[src/hdl/tpp_pkg.sv]
// Package for the trapezoidal position profile block.
// Holds widths, register indexes, codes and the shared multiply unit command type.
// No dependencies; every other file of the block uses it by scoped names.
package tpp_pkg;

  // Fixed point format
  localparam int POS_BITS  = 24;
  localparam int FRAC_BITS = 16;
  localparam int TIME_FRAC = 16;

  // Field and register widths
  localparam int CFG_W      = 24;
  localparam int LIMIT_W    = 32;
  localparam int MODE_W     = 3;
  localparam int DT_W       = 16;
  localparam int TGT_W      = 25;
  localparam int TGT_MAG_W  = TGT_W - 1;
  localparam int STAT_W     = 2;
  localparam int ELAP_W     = 33;
  localparam int IDX_W      = 3;
  localparam int CFG_DATA_W = 32;

  // Derived datapath widths
  localparam int VEL_W   = POS_BITS + FRAC_BITS;
  localparam int MW_A    = (POS_BITS > CFG_W) ? POS_BITS : CFG_W;
  localparam int MW_B    = (FRAC_BITS > DT_W) ? FRAC_BITS : DT_W;
  localparam int MW      = (MW_A > MW_B) ? MW_A : MW_B;
  localparam int PROD_W  = 2 * MW;
  localparam int ACC_W   = (2 * VEL_W > PROD_W) ? 2 * VEL_W : PROD_W;
  localparam int UP_SH   = (FRAC_BITS >= TIME_FRAC) ? FRAC_BITS - TIME_FRAC : 0;
  localparam int DN_SH   = (FRAC_BITS < TIME_FRAC) ? TIME_FRAC - FRAC_BITS : 0;
  localparam int DV_W    = CFG_W + DT_W + UP_SH;
  localparam int DVF_W   = PROD_W + UP_SH;
  localparam int SUM_A   = (VEL_W > DV_W) ? VEL_W : DV_W;
  localparam int SUM_B   = CFG_W + FRAC_BITS;
  localparam int SUM_W   = ((SUM_A > SUM_B) ? SUM_A : SUM_B) + 1;
  localparam int L_W     = 2 * CFG_W + 1;
  localparam int CMP_A   = L_W + 2 * FRAC_BITS;
  localparam int CMP_W   = (CMP_A > 2 * VEL_W) ? CMP_A : 2 * VEL_W;
  localparam int SP_A    = (POS_BITS + 1 > CFG_W) ? POS_BITS + 1 : CFG_W;
  localparam int SP_W    = ((SP_A > TGT_MAG_W) ? SP_A : TGT_MAG_W) + 1;
  localparam int STEP_LO = FRAC_BITS + TIME_FRAC;
  localparam int DIV_CNT_W = $clog2(PROD_W + 1);

  localparam logic [TGT_MAG_W-1:0] TARGET_MAX = {TGT_MAG_W{1'b1}};

  // Configuration register indexes
  localparam logic [IDX_W-1:0] REG_MAX_ACCEL    = 3'd0;
  localparam logic [IDX_W-1:0] REG_MAX_VELOCITY = 3'd1;
  localparam logic [IDX_W-1:0] REG_MIN_DECEL    = 3'd2;
  localparam logic [IDX_W-1:0] REG_OUTER_LENGTH = 3'd3;
  localparam logic [IDX_W-1:0] REG_INNER_LENGTH = 3'd4;
  localparam logic [IDX_W-1:0] REG_TIME_LIMIT   = 3'd5;
  localparam logic [IDX_W-1:0] REG_MOVE_MODE    = 3'd6;

  // Move mode bit positions
  localparam int MODE_TURN = 0;
  localparam int MODE_REV  = 1;
  localparam int MODE_STOP = 2;

  // Request operations
  localparam logic OP_START = 1'b0;
  localparam logic OP_TICK  = 1'b1;

  // Status codes
  localparam logic [STAT_W-1:0] ST_RUNNING = 2'd0;
  localparam logic [STAT_W-1:0] ST_DONE    = 2'd1;
  localparam logic [STAT_W-1:0] ST_TIMEOUT = 2'd2;

  // Shared multiply unit: product alignment and command
  typedef enum logic [1:0] {
    SH_NONE,
    SH_FRAC,
    SH_FRAC1,
    SH_FRAC2
  } mac_shift_e;

  typedef struct packed {
    logic       issue;
    logic       add;
    mac_shift_e shift;
  } mac_cmd_t;

endpackage

[src/hdl/tpp_if.sv]
// Request and result channel interfaces of the trapezoidal position profile block.
// Valid/ready handshake with payload; widths come from tpp_pkg.
interface tpp_req_if;
  logic                        valid;
  logic                        ready;
  logic                        op;
  logic [tpp_pkg::DT_W-1:0]    delta_time;

  modport source (output valid, output op, output delta_time, input ready);
  modport sink   (input valid, input op, input delta_time, output ready);
endinterface

interface tpp_rsp_if;
  logic                              valid;
  logic                              ready;
  logic signed [tpp_pkg::TGT_W-1:0]  left_target;
  logic signed [tpp_pkg::TGT_W-1:0]  right_target;
  logic [tpp_pkg::STAT_W-1:0]        status;

  modport source (output valid, output left_target, output right_target, output status,
                  input ready);
  modport sink   (input valid, input left_target, input right_target, input status,
                  output ready);
endinterface

[src/hdl/tpp_mac.sv]
// Shared multiply-accumulate unit of the profile block.
// Registered product, then a shifted load or add into a wide accumulator; uses tpp_pkg.
module tpp_mac (
  input  logic                         clk_i,
  input  logic                         rst_ni,
  input  tpp_pkg::mac_cmd_t            cmd_i,
  input  logic [tpp_pkg::MW-1:0]       op_a_i,
  input  logic [tpp_pkg::MW-1:0]       op_b_i,
  output logic [tpp_pkg::ACC_W-1:0]    acc_o
);

  tpp_pkg::mac_cmd_t                 cmd_q;
  logic [tpp_pkg::PROD_W-1:0]        prod_q;
  logic [tpp_pkg::ACC_W-1:0]         acc_q;
  logic [tpp_pkg::ACC_W-1:0]         prod_ext;
  logic [tpp_pkg::ACC_W-1:0]         prod_sh;
  logic [tpp_pkg::ACC_W-1:0]         base;

  // Align the product for the partial product it stands for
  always_comb begin
    prod_ext = tpp_pkg::ACC_W'(prod_q);
    unique case (cmd_q.shift)
      tpp_pkg::SH_NONE:  prod_sh = prod_ext;
      tpp_pkg::SH_FRAC:  prod_sh = prod_ext << tpp_pkg::FRAC_BITS;
      tpp_pkg::SH_FRAC1: prod_sh = prod_ext << (tpp_pkg::FRAC_BITS + 1);
      tpp_pkg::SH_FRAC2: prod_sh = prod_ext << (2 * tpp_pkg::FRAC_BITS);
      default:           prod_sh = prod_ext;
    endcase
    base = cmd_q.add ? acc_q : '0;
  end

  // Hold command flags
  always_ff @(posedge clk_i or negedge rst_ni) begin
    if (!rst_ni) begin
      cmd_q <= '0;
    end else begin
      cmd_q <= cmd_i;
    end
  end

  // Multiply, then load or accumulate the registered product in the next cycle
  always_ff @(posedge clk_i) begin
    if (cmd_i.issue) begin
      prod_q <= tpp_pkg::PROD_W'(op_a_i) * tpp_pkg::PROD_W'(op_b_i);
    end
    if (cmd_q.issue) begin
      acc_q <= base + prod_sh;
    end
  end

  assign acc_o = acc_q;

endmodule

[src/hdl/tpp_div.sv]
// Restoring divider of the profile block, one quotient bit per cycle.
// Used for the inner wheel ratio in turn mode; uses tpp_pkg widths.
module tpp_div (
  input  logic                          clk_i,
  input  logic                          rst_ni,
  input  logic                          start_i,
  input  logic [tpp_pkg::PROD_W-1:0]    dividend_i,
  input  logic [tpp_pkg::CFG_W-1:0]     divisor_i,
  output logic                          done_o,
  output logic [tpp_pkg::PROD_W-1:0]    quot_o
);

  logic                              busy_q;
  logic                              done_q;
  logic [tpp_pkg::DIV_CNT_W-1:0]     cnt_q;
  logic [tpp_pkg::CFG_W-1:0]         rem_q;
  logic [tpp_pkg::CFG_W-1:0]         dsr_q;
  logic [tpp_pkg::PROD_W-1:0]        quo_q;
  logic [tpp_pkg::CFG_W:0]           trial;
  logic [tpp_pkg::CFG_W:0]           trial_sub;
  logic                              fits;

  // Trial subtract of the divisor from the shifted remainder
  always_comb begin
    trial     = {rem_q, quo_q[tpp_pkg::PROD_W-1]};
    trial_sub = trial - {1'b0, dsr_q};
    fits      = (trial >= {1'b0, dsr_q});
  end

  // Control: count iterations, pulse done after the last one
  always_ff @(posedge clk_i or negedge rst_ni) begin
    if (!rst_ni) begin
      busy_q <= 1'b0;
      done_q <= 1'b0;
      cnt_q  <= '0;
    end else begin
      done_q <= 1'b0;
      if (start_i) begin
        busy_q <= 1'b1;
        cnt_q  <= tpp_pkg::DIV_CNT_W'(tpp_pkg::PROD_W);
      end else if (busy_q) begin
        cnt_q <= cnt_q - tpp_pkg::DIV_CNT_W'(1);
        if (cnt_q == tpp_pkg::DIV_CNT_W'(1)) begin
          busy_q <= 1'b0;
          done_q <= 1'b1;
        end
      end
    end
  end

  // Datapath: shift in one quotient bit per cycle
  always_ff @(posedge clk_i) begin
    if (start_i) begin
      rem_q <= '0;
      dsr_q <= divisor_i;
      quo_q <= dividend_i;
    end else if (busy_q) begin
      rem_q <= fits ? trial_sub[tpp_pkg::CFG_W-1:0] : trial[tpp_pkg::CFG_W-1:0];
      quo_q <= {quo_q[tpp_pkg::PROD_W-2:0], fits};
    end
  end

  assign done_o = done_q;
  assign quot_o = quo_q;

endmodule

[src/hdl/trapezoidal_position_profile_top.sv]
// Trapezoidal position profile for a two-wheel drive, top level with the sequencer.
// A start or an idle tick goes straight to the emit state; a running tick first steps
// through the multiply states, in turn mode also the divider. A request is taken only in
// idle; a result waits in an output register, a second one in the emit state.
// Reset (async, active low) clears configuration, velocity, setpoint, time and targets;
// the held status resets to done. Depends on tpp_pkg, tpp_if, tpp_mac and tpp_div.
module trapezoidal_position_profile_top (
  input  logic                              clk_i,
  input  logic                              rst_ni,
  input  logic                              cfg_we_i,
  input  logic [tpp_pkg::IDX_W-1:0]         cfg_idx_i,
  input  logic [tpp_pkg::CFG_DATA_W-1:0]    cfg_data_i,
  tpp_req_if.sink                           req_i,
  tpp_rsp_if.source                         rsp_o
);

  typedef enum logic [4:0] {
    S_IDLE, S_DV, S_L, S_SQ0, S_SQ1, S_SQ2, S_SQW, S_VEL, S_ST0, S_ST1, S_STW,
    S_POS, S_INNER, S_INW, S_DIVGO, S_DIV, S_TGT, S_EMIT
  } state_e;

  state_e state_q;

  // Configuration
  logic [tpp_pkg::CFG_W-1:0]    max_accel_q, max_velocity_q, min_decel_q;
  logic [tpp_pkg::CFG_W-1:0]    outer_q, inner_len_q;
  logic [tpp_pkg::LIMIT_W-1:0]  time_limit_q;
  logic [tpp_pkg::MODE_W-1:0]   mode_q;

  // Profile state
  logic [tpp_pkg::VEL_W-1:0]    velocity_q;
  logic [tpp_pkg::POS_BITS-1:0] setpoint_q;
  logic [tpp_pkg::ELAP_W-1:0]   elapsed_q;
  logic                         running_q;
  logic signed [tpp_pkg::TGT_W-1:0] last_left_q, last_right_q;
  logic [tpp_pkg::STAT_W-1:0]   held_status_q;

  // Working registers
  logic [tpp_pkg::DT_W-1:0]     dt_q;
  logic [tpp_pkg::DV_W-1:0]     dv_q;
  logic [tpp_pkg::L_W-1:0]      l_q;
  logic [tpp_pkg::TGT_MAG_W-1:0] inner_q;

  // Output register
  logic                             rsp_valid_q;
  logic signed [tpp_pkg::TGT_W-1:0] rsp_left_q, rsp_right_q;
  logic [tpp_pkg::STAT_W-1:0]       rsp_status_q;

  // Shared unit connections
  tpp_pkg::mac_cmd_t            mac_cmd;
  logic [tpp_pkg::MW-1:0]       mac_a, mac_b;
  logic [tpp_pkg::ACC_W-1:0]    acc;
  logic                         div_start, div_done;
  logic [tpp_pkg::PROD_W-1:0]   div_quot;

  // Combinational datapath
  logic                         accept;
  logic [tpp_pkg::FRAC_BITS-1:0] vel_lo;
  logic [tpp_pkg::POS_BITS-1:0] vel_hi;
  logic [tpp_pkg::SP_W-1:0]     sp_ext, outer_ext;
  logic                         over;
  logic [tpp_pkg::CFG_W-1:0]    diff;
  logic [tpp_pkg::DVF_W-1:0]    dv_full;
  logic [tpp_pkg::CMP_W-1:0]    cmp_lhs, cmp_rhs;
  logic                         slow;
  logic [tpp_pkg::SUM_W-1:0]    vel_ext, dv_ext, vmin_ext, vmax_ext, vtop_ext;
  logic [tpp_pkg::SUM_W-1:0]    vel_dec, vel_inc, vel_new;
  logic [tpp_pkg::POS_BITS-1:0] step;
  logic [tpp_pkg::SP_W-1:0]     sp_sum, sp_new;
  logic [tpp_pkg::TGT_MAG_W-1:0] sp_mag, inner_sat;
  logic signed [tpp_pkg::TGT_W-1:0] sp_pos, sp_neg, in_pos, in_neg;
  logic signed [tpp_pkg::TGT_W-1:0] left_new, right_new;
  logic                         move_end;
  logic [tpp_pkg::STAT_W-1:0]   status_new;
  logic                         emit_ok;

  assign accept  = req_i.valid && req_i.ready;
  assign emit_ok = !rsp_valid_q || rsp_o.ready;

  // Velocity split and distance to go
  always_comb begin
    vel_lo    = velocity_q[tpp_pkg::FRAC_BITS-1:0];
    vel_hi    = velocity_q[tpp_pkg::VEL_W-1:tpp_pkg::FRAC_BITS];
    sp_ext    = tpp_pkg::SP_W'(setpoint_q);
    outer_ext = tpp_pkg::SP_W'(outer_q);
    over      = sp_ext > outer_ext;
    diff      = outer_q - tpp_pkg::CFG_W'(setpoint_q);
    dv_full   = (tpp_pkg::DVF_W'(acc[tpp_pkg::PROD_W-1:0]) << tpp_pkg::UP_SH)
                >> tpp_pkg::DN_SH;
  end

  // Select operands for the shared multiplier
  always_comb begin
    mac_cmd = '{issue: 1'b0, add: 1'b0, shift: tpp_pkg::SH_NONE};
    mac_a   = '0;
    mac_b   = '0;
    unique case (state_q)
      S_DV: begin
        mac_cmd.issue = 1'b1;
        mac_a = tpp_pkg::MW'(max_accel_q);
        mac_b = tpp_pkg::MW'(dt_q);
      end
      S_L: begin
        mac_cmd.issue = 1'b1;
        mac_a = tpp_pkg::MW'(diff);
        mac_b = tpp_pkg::MW'(max_accel_q);
      end
      S_SQ0: begin
        mac_cmd.issue = 1'b1;
        mac_a = tpp_pkg::MW'(vel_lo);
        mac_b = tpp_pkg::MW'(vel_lo);
      end
      S_SQ1: begin
        mac_cmd = '{issue: 1'b1, add: 1'b1, shift: tpp_pkg::SH_FRAC1};
        mac_a = tpp_pkg::MW'(vel_hi);
        mac_b = tpp_pkg::MW'(vel_lo);
      end
      S_SQ2: begin
        mac_cmd = '{issue: 1'b1, add: 1'b1, shift: tpp_pkg::SH_FRAC2};
        mac_a = tpp_pkg::MW'(vel_hi);
        mac_b = tpp_pkg::MW'(vel_hi);
      end
      S_ST0: begin
        mac_cmd.issue = 1'b1;
        mac_a = tpp_pkg::MW'(vel_lo);
        mac_b = tpp_pkg::MW'(dt_q);
      end
      S_ST1: begin
        mac_cmd = '{issue: 1'b1, add: 1'b1, shift: tpp_pkg::SH_FRAC};
        mac_a = tpp_pkg::MW'(vel_hi);
        mac_b = tpp_pkg::MW'(dt_q);
      end
      S_INNER: begin
        mac_cmd.issue = 1'b1;
        mac_a = tpp_pkg::MW'(setpoint_q);
        mac_b = tpp_pkg::MW'(inner_len_q);
      end
      default: ;
    endcase
  end

  // Slow-down decision and new velocity
  always_comb begin
    cmp_lhs = tpp_pkg::CMP_W'(l_q) << (2 * tpp_pkg::FRAC_BITS);
    cmp_rhs = tpp_pkg::CMP_W'(acc[2*tpp_pkg::VEL_W-1:0]);
    if (!mode_q[tpp_pkg::MODE_STOP]) begin
      slow = 1'b0;
    end else if (over) begin
      slow = (max_accel_q != '0) || (velocity_q != '0);
    end else begin
      slow = cmp_lhs < cmp_rhs;
    end
    vel_ext  = tpp_pkg::SUM_W'(velocity_q);
    dv_ext   = tpp_pkg::SUM_W'(dv_q);
    vmin_ext = tpp_pkg::SUM_W'(min_decel_q) << tpp_pkg::FRAC_BITS;
    vmax_ext = tpp_pkg::SUM_W'(max_velocity_q) << tpp_pkg::FRAC_BITS;
    vtop_ext = tpp_pkg::SUM_W'({tpp_pkg::VEL_W{1'b1}});
    vel_dec  = (dv_ext > vel_ext) ? '0 : vel_ext - dv_ext;
    if (vel_dec < vmin_ext) vel_dec = vmin_ext;
    vel_inc  = vel_ext + dv_ext;
    if (vel_inc > vmax_ext) vel_inc = vmax_ext;
    vel_new  = slow ? vel_dec : vel_inc;
    if (vel_new > vtop_ext) vel_new = vtop_ext;
  end

  // Advance and clamp the setpoint
  always_comb begin
    step   = acc[tpp_pkg::STEP_LO +: tpp_pkg::POS_BITS];
    sp_sum = sp_ext + tpp_pkg::SP_W'(step);
    sp_new = (sp_sum > outer_ext) ? outer_ext : sp_sum;
  end

  // Wheel targets and move status
  always_comb begin
    sp_mag    = (sp_ext > tpp_pkg::SP_W'(tpp_pkg::TARGET_MAX)) ? tpp_pkg::TARGET_MAX
                : tpp_pkg::TGT_MAG_W'(setpoint_q);
    inner_sat = (div_quot > tpp_pkg::PROD_W'(tpp_pkg::TARGET_MAX)) ? tpp_pkg::TARGET_MAX
                : div_quot[tpp_pkg::TGT_MAG_W-1:0];
    sp_pos    = $signed({1'b0, sp_mag});
    sp_neg    = -sp_pos;
    in_pos    = $signed({1'b0, inner_q});
    in_neg    = -in_pos;
    if (mode_q[tpp_pkg::MODE_TURN]) begin
      if (mode_q[tpp_pkg::MODE_REV]) begin
        left_new  = in_neg;
        right_new = sp_pos;
      end else begin
        left_new  = sp_neg;
        right_new = in_pos;
      end
    end else if (mode_q[tpp_pkg::MODE_REV]) begin
      left_new  = sp_pos;
      right_new = sp_neg;
    end else begin
      left_new  = sp_neg;
      right_new = sp_pos;
    end
    move_end = (sp_ext >= outer_ext) ||
               (elapsed_q >= tpp_pkg::ELAP_W'(time_limit_q));
    if (!move_end) begin
      status_new = tpp_pkg::ST_RUNNING;
    end else if (elapsed_q > tpp_pkg::ELAP_W'(time_limit_q)) begin
      status_new = tpp_pkg::ST_TIMEOUT;
    end else begin
      status_new = tpp_pkg::ST_DONE;
    end
  end

  assign div_start = (state_q == S_DIVGO) && (outer_q != '0);

  // Sequencer, profile state and output register
  always_ff @(posedge clk_i or negedge rst_ni) begin
    if (!rst_ni) begin
      state_q        <= S_IDLE;
      max_accel_q    <= '0;
      max_velocity_q <= '0;
      min_decel_q    <= '0;
      outer_q        <= '0;
      inner_len_q    <= '0;
      time_limit_q   <= '0;
      mode_q         <= '0;
      velocity_q     <= '0;
      setpoint_q     <= '0;
      elapsed_q      <= '0;
      running_q      <= 1'b0;
      last_left_q    <= '0;
      last_right_q   <= '0;
      held_status_q  <= tpp_pkg::ST_DONE;
      dt_q           <= '0;
      dv_q           <= '0;
      l_q            <= '0;
      inner_q        <= '0;
      rsp_valid_q    <= 1'b0;
      rsp_left_q     <= '0;
      rsp_right_q    <= '0;
      rsp_status_q   <= tpp_pkg::ST_RUNNING;
    end else begin
      // Configuration writes
      if (cfg_we_i) begin
        unique case (cfg_idx_i)
          tpp_pkg::REG_MAX_ACCEL:    max_accel_q    <= cfg_data_i[tpp_pkg::CFG_W-1:0];
          tpp_pkg::REG_MAX_VELOCITY: max_velocity_q <= cfg_data_i[tpp_pkg::CFG_W-1:0];
          tpp_pkg::REG_MIN_DECEL:    min_decel_q    <= cfg_data_i[tpp_pkg::CFG_W-1:0];
          tpp_pkg::REG_OUTER_LENGTH: outer_q        <= cfg_data_i[tpp_pkg::CFG_W-1:0];
          tpp_pkg::REG_INNER_LENGTH: inner_len_q    <= cfg_data_i[tpp_pkg::CFG_W-1:0];
          tpp_pkg::REG_TIME_LIMIT:   time_limit_q   <= cfg_data_i[tpp_pkg::LIMIT_W-1:0];
          tpp_pkg::REG_MOVE_MODE:    mode_q         <= cfg_data_i[tpp_pkg::MODE_W-1:0];
          default: ;
        endcase
      end

      // Load a finished result, or drop one once taken
      if ((state_q == S_EMIT) && emit_ok) begin
        rsp_valid_q  <= 1'b1;
        rsp_left_q   <= last_left_q;
        rsp_right_q  <= last_right_q;
        rsp_status_q <= held_status_q;
      end else if (rsp_valid_q && rsp_o.ready) begin
        rsp_valid_q <= 1'b0;
      end

      unique case (state_q)
        S_IDLE: begin
          if (accept) begin
            dt_q <= req_i.delta_time;
            if (req_i.op == tpp_pkg::OP_START) begin
              setpoint_q   <= '0;
              elapsed_q    <= '0;
              last_left_q  <= '0;
              last_right_q <= '0;
              if ((outer_q == '0) || (time_limit_q == '0)) begin
                running_q     <= 1'b0;
                held_status_q <= tpp_pkg::ST_DONE;
              end else begin
                running_q     <= 1'b1;
                held_status_q <= tpp_pkg::ST_RUNNING;
              end
              state_q <= S_EMIT;
            end else if (!running_q) begin
              state_q <= S_EMIT;
            end else begin
              elapsed_q <= elapsed_q + tpp_pkg::ELAP_W'(req_i.delta_time);
              state_q   <= S_DV;
            end
          end
        end
        S_DV:  state_q <= S_L;
        S_L:   state_q <= S_SQ0;
        S_SQ0: begin
          dv_q    <= dv_full[tpp_pkg::DV_W-1:0];
          state_q <= S_SQ1;
        end
        S_SQ1: begin
          l_q     <= {acc[tpp_pkg::L_W-2:0], 1'b0};
          state_q <= S_SQ2;
        end
        S_SQ2: state_q <= S_SQW;
        S_SQW: state_q <= S_VEL;
        S_VEL: begin
          velocity_q <= vel_new[tpp_pkg::VEL_W-1:0];
          state_q    <= S_ST0;
        end
        S_ST0: state_q <= S_ST1;
        S_ST1: state_q <= S_STW;
        S_STW: state_q <= S_POS;
        S_POS: begin
          setpoint_q <= sp_new[tpp_pkg::POS_BITS-1:0];
          state_q    <= mode_q[tpp_pkg::MODE_TURN] ? S_INNER : S_TGT;
        end
        S_INNER: state_q <= S_INW;
        S_INW:   state_q <= S_DIVGO;
        S_DIVGO: begin
          if (outer_q == '0) begin
            inner_q <= '0;
            state_q <= S_TGT;
          end else begin
            state_q <= S_DIV;
          end
        end
        S_DIV: begin
          if (div_done) begin
            inner_q <= inner_sat;
            state_q <= S_TGT;
          end
        end
        S_TGT: begin
          last_left_q   <= left_new;
          last_right_q  <= right_new;
          held_status_q <= status_new;
          if (move_end) begin
            running_q <= 1'b0;
          end
          state_q <= S_EMIT;
        end
        S_EMIT: begin
          if (emit_ok) begin
            state_q <= S_IDLE;
          end
        end
        default: state_q <= S_IDLE;
      endcase
    end
  end

  tpp_mac u_mac (
    .clk_i  (clk_i),
    .rst_ni (rst_ni),
    .cmd_i  (mac_cmd),
    .op_a_i (mac_a),
    .op_b_i (mac_b),
    .acc_o  (acc)
  );

  tpp_div u_div (
    .clk_i      (clk_i),
    .rst_ni     (rst_ni),
    .start_i    (div_start),
    .dividend_i (acc[tpp_pkg::PROD_W-1:0]),
    .divisor_i  (outer_q),
    .done_o     (div_done),
    .quot_o     (div_quot)
  );

  // Drive the channels
  assign req_i.ready        = (state_q == S_IDLE);
  assign rsp_o.valid        = rsp_valid_q;
  assign rsp_o.left_target  = rsp_left_q;
  assign rsp_o.right_target = rsp_right_q;
  assign rsp_o.status       = rsp_status_q;

endmodule

[src/flat_wrapper.sv]
// flat-port wrapper written by rule: the top's interface ports become plain ports
module trapezoidal_position_profile_top_flat 
  (clk_i, rst_ni, cfg_we_i, cfg_idx_i, cfg_data_i, req_i_valid, req_i_op, req_i_delta_time, req_i_ready, rsp_o_valid, rsp_o_left_target, rsp_o_right_target, rsp_o_status, rsp_o_ready);
  tpp_req_if req_i_i ();
  tpp_rsp_if rsp_o_i ();
  input  logic clk_i;
  input  logic rst_ni;
  input  logic cfg_we_i;
  input  logic [tpp_pkg::IDX_W-1:0] cfg_idx_i;
  input  logic [tpp_pkg::CFG_DATA_W-1:0] cfg_data_i;
  input wire logic [$bits(req_i_i.valid)-1:0] req_i_valid;
  input wire logic [$bits(req_i_i.op)-1:0] req_i_op;
  input wire logic [$bits(req_i_i.delta_time)-1:0] req_i_delta_time;
  output wire logic [$bits(req_i_i.ready)-1:0] req_i_ready;
  output wire logic [$bits(rsp_o_i.valid)-1:0] rsp_o_valid;
  output wire logic [$bits(rsp_o_i.left_target)-1:0] rsp_o_left_target;
  output wire logic [$bits(rsp_o_i.right_target)-1:0] rsp_o_right_target;
  output wire logic [$bits(rsp_o_i.status)-1:0] rsp_o_status;
  input wire logic [$bits(rsp_o_i.ready)-1:0] rsp_o_ready;
  assign req_i_i.valid = req_i_valid;
  assign req_i_i.op = req_i_op;
  assign req_i_i.delta_time = req_i_delta_time;
  assign req_i_ready = req_i_i.ready;
  assign rsp_o_valid = rsp_o_i.valid;
  assign rsp_o_left_target = rsp_o_i.left_target;
  assign rsp_o_right_target = rsp_o_i.right_target;
  assign rsp_o_status = rsp_o_i.status;
  assign rsp_o_i.ready = rsp_o_ready;
  trapezoidal_position_profile_top u_core (.clk_i(clk_i), .rst_ni(rst_ni), .cfg_we_i(cfg_we_i), .cfg_idx_i(cfg_idx_i), .cfg_data_i(cfg_data_i), .req_i(req_i_i), .rsp_o(rsp_o_i));
endmodule
[config.mk]
export PLATFORM = sky130hd
export DESIGN_NAME = trapezoidal_position_profile_top_flat
export DESIGN_NICKNAME = d
export VERILOG_FILES = /design/src/hdl/tpp_pkg.sv /design/src/hdl/tpp_if.sv /design/src/hdl/tpp_mac.sv /design/src/hdl/tpp_div.sv /design/src/hdl/trapezoidal_position_profile_top.sv /design/src/flat_wrapper.sv
export SDC_FILE = /design/constraint.sdc
export NUM_CORES = 2
export LEC_CHECK = 0
export BUFFER_PORTS_ARGS = -buffer_cell sky130_fd_sc_hd__buf_4
export CORE_MARGIN = 2
export CORE_UTILIZATION = 60
export DETAILED_ROUTE_END_ITERATION = 10
export PLACE_DENSITY = 0.78
export SLEW_MARGIN = 30
export SYNTH_ARGS = -nofsm -noshare
export SYNTH_HDL_FRONTEND = slang
export SYNTH_SLANG_ARGS = --single-unit
export TNS_END_PERCENT = 20
[constraint.sdc]
create_clock -name clk_i -period 29.1 [get_ports clk_i]
set_clock_uncertainty 0.1 [all_clocks]
set_input_delay 5.82 -clock clk_i [delete_from_list [all_inputs] [get_ports clk_i]]
set_output_delay 5.82 -clock clk_i [all_outputs]
set_load 0.1 [all_outputs]
==> metrics <==
run status finished, final reports clean; unrepaired setup endpoints after global routing no; setup violators final 0; # DRC 0; post-DP HPWL between 150000 and 200000 um; sequential-to-total area share from yosys stat 0.277; Cell Area, Synth 68800 um2; Synth Area in Simple Gates 0.160; vias in the first global route between 50k and 60k; slowest CP cell a221o_1; reg2reg end u_core.u_mac.prod_q[41]; largest net degree at the start of global routing 95; Yosys warnings 0; Core Footprint 114000 um2; Area contributors post-synth dfrtp_1 (18%), fa_1 (14%), ha_1 (10%), edfxtp_1 (8.7%), nand2_1 (5.8%); gr ovfl total 0; WL final 251000 um; num ports between 100 and 150; CTS clk-pin slew, worst paths 60 ps; cell mode on critical path fa_1; nets around 9k; Starting Density 0.604; Post-DP Area 71200 um2; Vias 59.8k; top-area cell type share of the netlist area 0.183; CTS Hold Buffers Added 0; TritonCTS clock tree done; Peak Freq 84.6 MHz; FFs w/ async S/R, synth 0.692; mux cell area share after synthesis 0.0553; Critical Path RT 29430 ps; Setup Fix Bufs, Post-CTS 0; drt pass-1 iters 7; share of cells above drive strength 1 0.0906; Syn Area/Cell around 8.9 um2; synthesis-to-layout area growth 7.79%; CTS Buffer Depth 3; #FFs+latches synth 727; Setup crit end kind flip-flop; hold-critical path depth 1; Slew @ Worst Pin 1090 ps; area leader, netlist dfrtp_1; die area 117000 um2; CP Data Arrival Time about 12000 ps; Slew headroom 0.272; clk sinks 727; total track usage 0.426; cell family with most CP delay compound AO/OA/AOI/OAI gates; Synth cell types 94; Sum Neg Setup Slack 0 ps; design area 74200 um2; largest family of logic cells by synthesized area adder cells; kind of critical path reg2reg; reg-to-reg slack, setup 17270 ps; first-pass GRT wire length 371000 um; Final Hold Viols 0; Hold Crit Start u_core.u_div.rem_q[23]; syn nets 8877; slowest stage delay, CP 830 ps; DRT iter0 DRCs 6521; drt via density 6.44; R2R Path Start u_core.setpoint_q[1]; cts bufs inserted 83; Hold Path End u_core.u_div.rem_q[23]; CTS resizes 0; Worst R2R Path Depth 37; crit share post-route 0.406; std cell rows 124; die height 343 um; crit path buf inv count 6; root buf cell clkbuf_16; Final Max Tran Viols 0; critical path peak fanout 16; H-tree depth 3; Final ANT Viol Nets 0; Placer Congestion 1.07; worst hold path class reg2reg; min Tclk post-route ~12000 ps; post-synthesis adder-cell area fraction 0.247; number of synthesized flops with an enable pin 200; number of port buffers 110; Synth Flop Type dfrtp_1; WL/cell 27.0 um; Post-Syn Instances 7755; initial antenna violation count 19; clock latency on the worst-skew pair 710 ps; compound-cell area share of the yosys netlist 0.150; Worst setup SP type flip-flop; die span in x 343 um; xor and xnor fraction of the mapped netlist area 0.0379; max-cap viol count 0
## sequential cells by signal (all words and copies together) (netlist names), 24 cells and up
signal / flops
u_core.u_mac.acc_o: 80
u_core.l_q: 48
u_core.u_div.quot_o: 48
u_core.u_mac.prod_q: 48
u_core.dv_q: 40
u_core.velocity_q: 40
u_core.elapsed_q: 33
u_core.time_limit_q: 32
u_core.last_left_q: 25
u_core.last_right_q: 25
u_core.rsp_o.left_target: 25
u_core.rsp_o.right_target: 25
u_core.inner_len_q: 24
u_core.inner_q: 24
u_core.max_accel_q: 24
u_core.max_velocity_q: 24
u_core.min_decel_q: 24
u_core.outer_q: 24
u_core.setpoint_q: 24
u_core.u_div.dsr_q: 24
u_core.u_div.rem_q: 24
## layout make-up
cell class                      instances  area, um2
Antenna cell                            5       12.5
Clock buffer                          112       2340
Clock inverter                         43        588
Fill cell                            9504      39800
Inverter                              945       3550
Multi-Input combinational cell       5713      44900
Sequential cell                       727      19100
Tap cell                             1512       1890
Timing Repair Buffer                  228       1780
## layout by cell type, fill, tap and decap left out, types with 228 or more instances in the layout
master and n:
nor2_1 496, inv_1 941, mux2_2 239, fa_1 489, nand2_1 1054, ha_1 576, o21ai_0 417, dfrtp_1 497
a21oi_1 414, xnor2_1 228
## worst max-delay path by stage
stage / startpoint / end / slack [ps] / cells after the start
2_1_floorplan: u_core.setpoint_q[1] / u_core.u_mac.prod_q[45] / 19500 / 33
3_3_place_gp: u_core.setpoint_q[1] / u_core.u_mac.prod_q[41] / 17420 / 37
3_5_place_dp: u_core.setpoint_q[1] / u_core.u_mac.prod_q[41] / 17530 / 37
4_1_cts: u_core.setpoint_q[1] / u_core.u_mac.prod_q[41] / 17430 / 37
5_1_grt: u_core.setpoint_q[1] / u_core.u_mac.prod_q[41] / 16700 / 36
6_report: u_core.setpoint_q[1] / u_core.u_mac.prod_q[41] / 17270 / 37
## cells in the mapped netlist (19+ instances only)
cell / instances
a221oi_1: 34
nor3_1: 148
xnor2_1: 228
a21o_1: 161
dfrtp_1: 502
inv_1: 943
or3_1: 41
a31oi_1: 53
or2_2: 19
a211oi_1: 42
a221o_1: 19
a22oi_1: 55
o21ai_0: 419
nor4_1: 66
nand2b_1: 57
nor2b_1: 62
nand4_1: 74
a311o_1: 23
xor2_1: 70
and3_1: 52
o21bai_1: 55
mux2i_1: 75
nand3_1: 107
o211ai_1: 30
dfxtp_1: 24
edfxtp_1: 200
clkbuf_1: 334
nor2_1: 498
mux2_2: 239
a22o_1: 41
and2_1: 161
nand2_1: 1060
o21a_1: 41
o31ai_1: 38
a21oi_1: 414
fa_1: 489
ha_1: 576
## per-layer routing
| metal | GRT usage | up-vias | part of all wire |
|---|---|---|---|
| li1 | - | 26300 | - |
| met1 | 0.537 | 29200 | 0.37 |
| met2 | 0.637 | 3385 | 0.43 |
| met3 | 0.114 | 929 | 0.11 |
| met4 | 0.299 | 14 | 0.087 |
| met5 | 0 | - | 0.00037 |
## kinds of logic after synthesis
group,Yosys count
buffers and inverters,1315
adders and majority gates,1065
and+or+nand+nor,2411
AOI/OAI and AO/OA,1609
DFF,727
muxes,330
xor gates and xnor gates,298
## per-stage QoR
| stage | hold WS (ps) | util | worst slack (ps) | instances |
|---|---|---|---|---|
| after detailed placement | 363 | 0.624 | 17530 | 9123 |
| after global placement | 351 | 0.623 | 17420 | 9120 |
| after CTS | 378 | 0.650 | 17430 | 9278 |
| after floorplan | 343 | - | 19500 | 7755 |
| after global routing | 389 | 0.650 | 16700 | 9280 |
| final | 377 | 0.651 | 17270 | 9285 |
Power is left out: the tool's default activity adds up to more than one toggle a clock period on the data nets, which glitch-free logic cannot reach.
